<file path="src/rtl/core/vlmr_pkg.sv">
// ----------------------------------------------------------------------------
// Message ring package
// Shared sizes, request and status codes and payload types of the message ring.
// ----------------------------------------------------------------------------
package vlmr_pkg;

  localparam int BUFFER_BYTES  = 4096;
  localparam int HEADER_BYTES  = 8;
  localparam int MAX_MSG_BYTES = 64;

  localparam int POS_W  = $clog2(BUFFER_BYTES);
  localparam int FREE_W = POS_W + 1;
  localparam int LEN_W  = 7;

  // Request codes.
  localparam logic [1:0] REQ_SEND_START = 2'd0;
  localparam logic [1:0] REQ_SEND_BYTE  = 2'd1;
  localparam logic [1:0] REQ_RECEIVE    = 2'd2;

  // Result status codes.
  localparam logic [2:0] ST_DATA     = 3'd0;
  localparam logic [2:0] ST_ACCEPT   = 3'd1;
  localparam logic [2:0] ST_REFUSED  = 3'd2;
  localparam logic [2:0] ST_WRAPPED  = 3'd3;
  localparam logic [2:0] ST_EMPTY    = 3'd4;
  localparam logic [2:0] ST_WRAPDONE = 3'd5;

  typedef struct packed {
    logic [1:0]       req_type;
    logic [LEN_W-1:0] msg_len;
    logic [7:0]       data_byte;
  } in_t;

  typedef struct packed {
    logic [2:0] status;
    logic [7:0] out_byte;
    logic       last;
  } out_t;

  // Commands from the controller to the datapath.
  typedef struct packed {
    logic accept;
    logic hdr;
    logic stream;
  } cmd_t;

  // Status from the datapath to the controller.
  typedef struct packed {
    logic rx_direct;
    logic len_zero;
    logic rem_last;
  } sts_t;

endpackage

</file>
<file path="src/rtl/core/vlmr_ctrl.sv">
// ----------------------------------------------------------------------------
// Message ring controller
// Sequences the header read and the byte stream of a receive request.
// ----------------------------------------------------------------------------
module vlmr_ctrl
  import vlmr_pkg::*;
(
  input  logic       clk,
  input  logic       rst_n,
  input  logic       start,
  input  logic [1:0] req_type,
  input  sts_t       sts,
  output logic       busy,
  output cmd_t       cmd
);

  typedef enum logic [1:0] {S_IDLE, S_HDR, S_STREAM} state_t;

  state_t state_r, state_nxt;
  logic   busy_r;

  always_comb begin
    cmd.accept = start && !busy_r;
    cmd.hdr    = (state_r == S_HDR);
    cmd.stream = (state_r == S_STREAM);
  end

  always_comb begin
    state_nxt = state_r;
    unique case (state_r)
      S_IDLE: begin
        if (cmd.accept && req_type == REQ_RECEIVE && !sts.rx_direct) begin
          state_nxt = S_HDR;
        end
      end
      S_HDR: begin
        state_nxt = sts.len_zero ? S_IDLE : S_STREAM;
      end
      S_STREAM: begin
        if (sts.rem_last) begin
          state_nxt = S_IDLE;
        end
      end
      default: state_nxt = S_IDLE;
    endcase
  end

  always_ff @(posedge clk) begin
    if (!rst_n) begin
      state_r <= S_IDLE;
      busy_r  <= 1'b0;
    end else begin
      state_r <= state_nxt;
      busy_r  <= (state_nxt != S_IDLE);
    end
  end

  assign busy = busy_r;

endmodule

</file>
<file path="config.mk">
export PLATFORM = sky130hd
export DESIGN_NAME = vlmr_ctrl
export DESIGN_NICKNAME = d
export VERILOG_FILES = /design/src/rtl/core/vlmr_pkg.sv /design/src/rtl/core/vlmr_ctrl.sv
export SDC_FILE = /design/constraint.sdc
export NUM_CORES = 1
export LEC_CHECK = 0
export ABC_AREA = 1
export BUFFER_PORTS_ARGS = -buffer_cell sky130_fd_sc_hd__clkbuf_2
export CORE_AREA = 5 5 42 44
export CTS_CLUSTER_SIZE = 20
export DETAILED_ROUTE_END_ITERATION = 12
export DIE_AREA = 0 0 47 49
export PLACE_DENSITY = 0.33
export SLEW_MARGIN = 20
export SYNTH_ARGS = -nofsm -noshare
export SYNTH_HDL_FRONTEND = slang
export SYNTH_SLANG_ARGS = --single-unit
</file>
<file path="constraint.sdc">
create_clock -name clk -period 0.85 [get_ports clk]
set_input_delay 0.0425 -clock clk [delete_from_list [all_inputs] [get_ports clk]]
set_output_delay 0.0425 -clock clk [all_outputs]
set_load 0.01 [all_outputs]
</file>
==> out/summary.txt, run 1 <==
PortBufs - 11
fraction of the mapped netlist area in adder cells - 0
mux contribution to synthesized area - 0
ant diodes - 0
Final period util - 1.010
first-pass GRT wire length - 607 um
final hold vios - 0
final core utilization - 0.2000
largest family of logic cells by synthesized area - simple AND/OR/NAND/NOR gates
CTS Sinks - 3
Inst Count DP - 52
synth top area cells - dfxtp_1 (38%), inv_1 (14%), nand2_1 (14%)
HPWL after detailed placement - 337 um
CP max stage delay - 0.33 ns
antenna violations before repair - 0
status - finished with violations
Crit. End Element - output port
total global-route track usage - 0.03944
Final min period - 0.8581 ns
Leak - 0.1800 nW
Detailed Route Iter0 Violations - 0
cell taking the most area after synthesis - dfxtp_1
Setup Skew - 0.0001904 ns
Post-synth ARST share - 0
CTS Buf Count - 3
row cnt - 14
clock slew at reported path FFs - 0.04 ns
slowest CP cell - dfxtp_2
via count - 183
FMAX - 1165 MHz
r2r setup slk - 0.07 ns
maximum capacitance violations - 0
largest net degree at the start of global routing - 4
RSZ-0062 raised after global routing - yes
vias per inst - 3.211
fill count - 184
XOR/XNOR Fraction of Synth Area - 0
Core Box Area - 1401 um2
vias in the first global route - 169
CP startpoint kind - flop
main flop type after synthesis - dfxtp_1
WP buf/inv - 2
critical-path cell list - inv_2, nor2_1, buf_2
Max clock buf depth - 2
DRC viols - 0
CP max FO - 3
Hold WC Path Type - input port to flop
Layout area overhead - 75.00%
layout cells sized above 1 - 0.6098
power per cell area - 1594 nW/um2
final global-route overflow total - 0
H-tree levels - 1
Initial Utilization - 0.1143
Die ar. - 2303 um2
total routed wirelength - 389 um
Final setup viols - 1
failing checks - negative setup slack
Antenna Nets Post-Route - 0
NumNets Final - 50
Mapped Nets - 33
GPL Wtd Cong - 0.5952
Die Ht - 49 um
worst endpoint required time - 0.81 ns
distinct cell type count after synthesis - 9
sequential area share after synthesis - 0.3750
CP Data Arrival Time - 0.82 ns
worst setup margin - -0.008100 ns
Yosys top cell area share - 0.3750
Root Buffer - clkbuf_4
Synth Register Bits - 3
Post-synth top cells - inv_1 (6), nand2_1 (6), dfxtp_1 (3), nor2_1 (3)
DIE WIDTH - 47 um
post-synthesis compound-gate area fraction - 0
Post-Syn Area per Cell - 6.406 um2
Finished Layout Cells - 57
Post-Syn Area - 160.2 um2
critical path class - flop to output port
Peak supply drop - 0.0004067 V
CTS tree - yes
Max Slew Vio Count - 0
Yosys Warn Count - 0
CP top delay family - flip-flops
Max-slew headroom - 0.9287
actual slew at the worst max-slew pin - 0.1067 ns
Hold-fix buffers, CTS - 0
Syn Inst Count - 25
EDFF count, synth - 0
first drt pass iteration count - 1
I/O pins - 12
Simple-Gate Fraction of Synth Area - 0.4375
WL/cell - 6.825 um
Skew-Pair Late Insertion Delay - 0.23 ns
## worst reg2reg max path: cells and delay by family (launching register included)
kind / cells / cell delay (ns)
buf+inv: 2 / 0.17
flops: 1 / 0.31
simple gates: 4 / 0.23
## timing repair
| action | CTS | global route |
|---|---|---|
| setup buffers | 1 | 0 |
| resized for setup | 4 | 4 |
| endpoints found under the setup margin | 3 | 5 |
| pin swaps | 0 | 3 |
## per-stage QoR
| stage | hold WS [ns] | setup slack, ns | area [um2] | TNS [ns] | power (mW) |
|---|---|---|---|---|---|
| after floorplan | 0.1589 | 0.1203 | 160.2 | 0 | 0.1689 |
| after global placement | 0.2953 | 0.06604 | 235.2 | 0 | 0.1923 |
| after detailed placement | 0.2946 | 0.07935 | 235.2 | 0 | 0.1925 |
| after CTS | 0.05283 | -0.03119 | 272.8 | -0.05326 | 0.4577 |
| after global routing | 0.1034 | -0.06337 | 280.3 | -0.1415 | 0.4696 |
| final | 0.05141 | -0.008100 | 280.3 | -0.008100 | 0.4468 |
## cell type report
class	instances	area, um2	area share
Clock buffer	4	26.28	0.09375
Inverter	8	30.03	0.1071
Multi-Input combinational cell	14	77.57	0.2768
Sequential cell	3	63.81	0.2277
Tap cell	16	20.02	0.07143
Timing Repair Buffer	12	62.56	0.2232
## power breakdown
| part | internal (mW) | switching (mW) | leakage, nW |
|---|---|---|---|
| Clock | 0.176 | 0.0729 | 0.0150 |
| Sequential | 0.144 | 0.00169 | 0.0257 |
| Combinational | 0.0294 | 0.0226 | 0.139 |
| Total | 0.350 | 0.0972 | 0.180 |
## cells by family after synthesis
family / Yosys count
buf+inv: 8
flops: 3
simple gates: 14
## registers in the layout, indices dropped and copies added, names as in the netlist
signal   flops
state_r      2
busy         1
## routing by layer
| metal | global-route usage | up-vias | routed length (um) |
|---|---|---|---|
| met5 | 0 | - | 0 |
| met4 | 0.04147 | 0 | 0 |
| li1 | - | 100 | - |
| met2 | 0.04977 | 7 | 191 |
| met1 | 0.03956 | 76 | 131 |
| met3 | 0.02583 | 0 | 66 |
## path summary, 6_finish.rpt
check	startpoint	to	depth (start not counted)
min	rst_n	state_r[1]	3
min reg2reg	state_r[0]	state_r[1]	4
max	state_r[0]	cmd[1]	3
max reg2reg	busy	busy	6
## placed cells by master (no fill, tap or decap)
cell,n
nor2b_4,1
nor2_4,1
nand2_1,5
nand3_1,2
clkbuf_2,9
clkbuf_4,3
inv_1,5
buf_4,1
buf_2,2
inv_2,3
nor2_1,3
dfxtp_2,3
nand2_2,2
clkbuf_1,1
(Power assumes the default switching activity.)
==> run 2, diff against run 1 <==
- BUFFER_PORTS_ARGS: -buffer_cell sky130_fd_sc_hd__clkbuf_2 -> -buffer_cell sky130_fd_sc_hd__buf_2
- SKIP_CTS_REPAIR_TIMING: unset -> 1
==> out/summary.txt, run 2 (synthesized netlist as in run 1, its figures left out) <==
Detailed Route Iter0 Violations - 4 (+4)
part of the power in the clock network - 0.561 (+0.004)
Peak supply drop - 0.0003577 V (-12%)
critical-path cell list - inv_2, nor2_1, buf_2
GPL Wtd Cong - 0.6105 (+2.6%)
combinational cell fraction of total power - 0.116 (about the same)
worst r2r dst - busy
final core utilization - 0.2009 (+0.0008930)
Final setup viols - 1 (unchanged)
final global-route overflow total - 0 (unchanged)
Min-Delay Path Depth - 3 (unchanged)
Worst Hold End - state_r[1]
Initial Utilization - 0.1143 (unchanged)
maximum capacitance violations - 0 (unchanged)
ant diodes - 0 (unchanged)
power per cell area - 1607 nW/um2 (+0.78%)
antenna violations before repair - 0 (unchanged)
Top reg by flops - state_r
Crit. End Element - output port
failing checks - negative setup slack
Post-Place Setup Slack - 0.07282 ns (-0.006524 ns)
r2r setup slk - 0.05 ns (-0.02 ns)
via count - 194 (+6.0%)
Setup Skew - 0.004842 ns (+0.004652 ns)
vias in the first global route - 168 (-0.59%)
Max clock buf depth - 2 (unchanged)
vias per inst - 3.404 (+6.0%)
total routed wirelength - 399 um (+2.6%)
I/O pins - 12 (unchanged)
first drt pass iteration count - 4 (+3)
Worst Reg-to-Reg Cells - 6 (unchanged)
Antenna Nets Post-Route - 0 (unchanged)
Hold WC Path Type - input port to flop
Design Power - 452.3 uW (+1.2%)
Leak - 0.1791 nW (-0.47%)
Skew-Pair Late Insertion Delay - 0.24 ns (about the same)
commonest non-fill, non-tap cell in the layout - buf_2
Flop pwr share - 0.323 (-0.004)
CTS Sinks - 3 (unchanged)
FMAX - 1156 MHz (-0.82%)
area occupied by multi-input gates - 72.57 um2 (-6.5%)
first-pass GRT wire length - 572 um (-5.8%)
clock slew at reported path FFs - 0.04 ns (about the same)
CP Data Arrival Time - 0.82 ns (about the same)
NumNets Final - 50 (unchanged)
Core Box Area - 1401 um2 (unchanged)
RSZ-0062 raised after global routing - yes
Root Buffer - clkbuf_4
slowest CP cell - dfxtp_2
worst endpoint required time - 0.81 ns (about the same)
WL/cell - 7.000 um (+2.6%)
Inst Count DP - 52 (unchanged)
hold_ws - 0.05511 ns (+0.003698 ns)
critical path class - flop to output port
final hold vios - 0 (unchanged)
Max Slew Vio Count - 0 (unchanged)
CP startpoint kind - flop
actual slew at the worst max-slew pin - 0.1069 ns (+0.0002116 ns)
DRC viols - 0 (unchanged)
fill count - 184 (unchanged)
total global-route track usage - 0.04008 (+0.0006478)
row cnt - 14 (unchanged)
Net Sw Power - 101.2 uW (+4.1%)
Die Ht - 49 um (unchanged)
H-tree levels - 1 (unchanged)
Final min period - 0.8651 ns (+0.007048 ns)
Reg area - 63.81 um2 (unchanged)
largest net degree at the start of global routing - 4 (unchanged)
Layout area overhead - 75.78%
Die ar. - 2303 um2 (unchanged)
CP max stage delay - 0.34 ns (about the same)
most frequent cells in the layout - buf_2 (10), nand2_1 (6), inv_2 (4), inv_1 (4)
CTS Buf Count - 3 (unchanged)
Largest register FFs - 2 (unchanged)
PortBufs - 11 (unchanged)
status - finished with violations
Hold Crit Start - rst_n
internal power - 351.1 uW (+0.43%)
layout cells sized above 1 - 0.6341 (+0.02439)
Max-slew headroom - 0.9286 (about the same)
sw frac - 0.2237 (+0.006141)
CTS tree - yes
worst setup margin - -0.01515 ns (-0.007048 ns)
CP max FO - 3 (unchanged)
worst r2r src - busy
Final period util - 1.018 (+0.008291)
HPWL after detailed placement - 343.6 um (+2.0%)
DIE WIDTH - 47 um (unchanged)
Finished Layout Cells - 57 (unchanged)
-- run 2: layer usage --
layer	track usage	routed length, um
met4	0.05530	15
met2	0.05430	195
met1	0.03282	115
met3	0.02214	72
met5	0	0
-- run 2: worst max-delay path, delay by kind of cell (launching register included) --
family	cells	cell delay [ns]
buffers and inverters	2	0.17
flip-flops	1	0.34
AND/OR/NAND/NOR	1	0.07
-- run 2: cell type report --
| cell class | count | area share |
|---|---|---|
| sequential | 3 | 0.2267 |
| multi-input combinational | 14 | 0.2578 |
| timing repair buffer | 12 | 0.2444 |
| clock buffer | 4 | 0.09333 |
| tap | 16 | 0.07111 |
| inverter | 8 | 0.1067 |
-- run 2: worst max path at each step --
stage / startpoint / to / slack [ns] / depth (start not counted)
4_1_cts: state_r[0] / cmd[1] / -0.07 / 3
5_1_grt: state_r[1] / cmd[0] / -0.07 / 3
3_5_place_dp: state_r[0] / busy / 0.07 / 5
2_1_floorplan: busy / busy / 0.12 / 5
3_3_place_gp: state_r[0] / busy / 0.08 / 5
6_report: state_r[1] / cmd[0] / -0.02 / 3
-- run 2: metrics by stage --
stage                     instance area (um2)  TNS (ns)
after floorplan                         160.2         0
after global placement                  235.2         0
after detailed placement                235.2         0
after CTS                               261.5   -0.1423
after global routing                    281.5   -0.1350
final                                   281.5  -0.01515
-- run 2: power groups by stage --
stage | Combinational (mW) | Clock (mW) | Sequential, mW
floorplan | 0.0208 | 0 | 0.148
global placement | 0.0443 | 0 | 0.148
detailed placement | 0.0446 | 0 | 0.148
CTS | 0.0448 | 0.267 | 0.145
global route | 0.0582 | 0.267 | 0.146
finish | 0.0523 | 0.254 | 0.146
==> run 3, diff against run 2 <==
- ABC_AREA: 1 -> 0
- PLACE_DENSITY: 0.33 -> 0.3
==> out/summary.txt, run 3 <==
Yosys top cell area share - 0.4848 (+0.1098)
largest net degree at the start of global routing - 4 (unchanged)
Peak supply drop - 0.0004571 V (+28%)
CP top delay family - flip-flops
WL/cell - 9.250 um (+32%)
Layout area overhead - 112.1%
Cell Area, Placed - 222.7 um2 (-5.3%)
Post-synth ARST share - 0 (unchanged)
sw frac - 0.2169 (-0.006740)
synth top area cells - dfxtp_1 (48%), nor2b_1 (20%), a32o_1 (8.1%)
Die ar. - 2303 um2 (unchanged)
DRC viols - 0 (unchanged)
vias in the first global route - 176 (+4.8%)
WP buf/inv - 0 (-2)
CTS Sinks - 3 (unchanged)
clock slew at reported path FFs - 0.04 ns (about the same)
Min-Delay Path Depth - 2 (-1)
CTS Buf Count - 3 (unchanged)
GPL Wtd Cong - 0.7747 (+27%)
CTS tree - yes
post-synthesis compound-gate area fraction - 0.08081 (+0.08081)
sequential area share after synthesis - 0.4848 (+0.1098)
Crit. End Element - flop
fin area - 262.8 um2 (-6.7%)
vias per inst - 3.273 (-3.8%)
Root Buffer - clkbuf_4
Skew-Pair Late Insertion Delay - 0.23 ns (about the same)
CP max stage delay - 0.33 ns (about the same)
PortBufs - 11 (unchanged)
Reg area - 65.06 um2 (+2.0%)
first drt pass iteration count - 2 (-2)
FMAX - 993.8 MHz (-14%)
Max-slew headroom - 0.8852 (-0.04335)
CP max FO - 3 (unchanged)
Die Ht - 49 um (unchanged)
combinational cell fraction of total power - 0.097 (-0.019)
worst endpoint required time - 0.97 ns (+0.16 ns)
Post-synth top cells - nor2b_1 (4), dfxtp_1 (3)
layout cells sized above 1 - 0.7857 (+0.1516)
fraction of the mapped netlist area in adder cells - 0 (unchanged)
via count - 144 (-26%)
slowest CP cell - dfxtp_2
final core utilization - 0.1875 (-0.01339)
most frequent cells in the layout - buf_2 (11), clkbuf_4 (3), nor2b_4 (2)
post-route setup TNS - -0.3613 ns (-0.3462 ns)
ant diodes - 0 (unchanged)
Final period util - 1.184 (+0.1660)
Setup Skew - 0.004906 ns (+0.00006377 ns)
distinct cell type count after synthesis - 7 (-2)
CP startpoint kind - flop
power per cell area - 1674 nW/um2 (+4.2%)
NumNets Final - 37 (-26%)
critical-path cell list - nor2b_4, a32o_2, or2_1
main flop type after synthesis - dfxtp_1
cell taking the most area after synthesis - dfxtp_1
Worst Reg-to-Reg Cells - 3 (-3)
total routed wirelength - 407 um (+2.0%)
Syn Inst Count - 12 (-52%)
Final setup viols - 4 (+3)
I/O pins - 12 (unchanged)
final global-route overflow total - 0 (unchanged)
area occupied by multi-input gates - 85.08 um2 (+17%)
count leader, synth - nor2b_1
hold_ws - 0.1050 ns (+0.04990 ns)
worst setup margin - -0.1563 ns (-0.1411 ns)
Max Slew Vio Count - 0 (unchanged)
actual slew at the worst max-slew pin - 0.1717 ns (+0.06484 ns)
Simple-Gate Fraction of Synth Area - 0.4040 (-0.03346)
Max clock buf depth - 2 (unchanged)
failing checks - negative setup slack
antenna violations before repair - 0 (unchanged)
Detailed Route Iter0 Violations - 2 (-2)
Net Sw Power - 95.42 uW (-5.7%)
Initial Utilization - 0.08839 (-0.02589)
fill count - 164 (-11%)
CP Data Arrival Time - 1.13 ns (+0.31 ns)
Core Box Area - 1401 um2 (unchanged)
total global-route track usage - 0.04645 (+0.006362)
commonest non-fill, non-tap cell in the layout - buf_2
Synth Register Bits - 3 (unchanged)
maximum capacitance violations - 0 (unchanged)
row cnt - 14 (unchanged)
mux contribution to synthesized area - 0 (unchanged)
Post-Syn Area - 123.9 um2 (-23%)
XOR/XNOR Fraction of Synth Area - 0 (unchanged)
Antenna Nets Post-Route - 0 (unchanged)
critical path class - flop to flop
Leak - 0.1352 nW (-24%)
Mapped Nets - 20 (-39%)
status - finished with violations
Post-Syn Area per Cell - 10.32 um2 (+61%)
EDFF count, synth - 0 (unchanged)
largest family of logic cells by synthesized area - simple AND/OR/NAND/NOR gates
DIE WIDTH - 47 um (unchanged)
Flop pwr share - 0.326 (+0.003)
Final min period - 1.006 ns (+0.1411 ns)
WP depth - 3 (unchanged)
part of the power in the clock network - 0.576 (+0.015)
RSZ-0062 raised after global routing - yes
H-tree levels - 1 (unchanged)
Yosys Warn Count - 0 (unchanged)
Hold WC Path Type - input port to flop
first-pass GRT wire length - 690 um (+21%)
Largest register FFs - 2 (unchanged)
internal power - 344.4 uW (-1.9%)
Top reg by flops - state_r
final hold vios - 0 (unchanged)
==> run 3: cell types whose count changed after synthesis, sizes merged, moves of 2 or more <==
cell	previous run	this run
nor2b	1	4
nand2	7	0
nor2	4	0
nand3	2	0
inv	8	1
==> run 3: power by group through the flow <==
stage / Clock [mW] / Sequential, mW / Combinational [mW]
detailed placement: 0 / 0.148 / 0.0401
global route: 0.285 / 0.144 / 0.0476
CTS: 0.269 / 0.146 / 0.0404
floorplan: 0 / 0.148 / 0.0128
finish: 0.254 / 0.144 / 0.0428
global placement: 0 / 0.148 / 0.0400
==> run 3: cells by family after synthesis <==
kind of cell,count (synthesis)
simple gates,7
flops,3
compound gates,1
buf+inv,1
==> run 3: worst paths after layout <==
| check | startpoint | endpoint | slack [ns] |
|---|---|---|---|
| max | state_r[1] | busy | -0.16 |
| min | rst_n | state_r[1] | 0.11 |
| max reg2reg | state_r[1] | busy | -0.16 |
| min reg2reg | state_r[1] | state_r[1] | 0.60 |
==> run 3: layout make-up <==
type / count / share of cell area
multi-input cells: 8 / 0.3238
flip-flops and latches: 3 / 0.2476
repair buffers: 12 / 0.2381
clock buffers: 4 / 0.1000
well taps: 16 / 0.07619
inverters: 1 / 0.01429
==> run 3: through the flow <==
step | std cells | worst slack [ns] | power (mW)
floorplan | 12 | -0.1466 | 0.1612
global placement | 40 | -0.2025 | 0.1881
detailed placement | 40 | -0.1692 | 0.1882
CTS | 44 | -0.1796 | 0.4549
global route | 44 | -0.1869 | 0.4767
finish | 44 | -0.1563 | 0.4398
==> run 3: metal layers <==
metal,share of wire,vias to the layer above,track usage
li1,-,73,-
met5,0,-,0
met3,0.24,0,0.03690
met1,0.47,59,0.05482
met2,0.28,12,0.04299
met4,0,0,0.05530
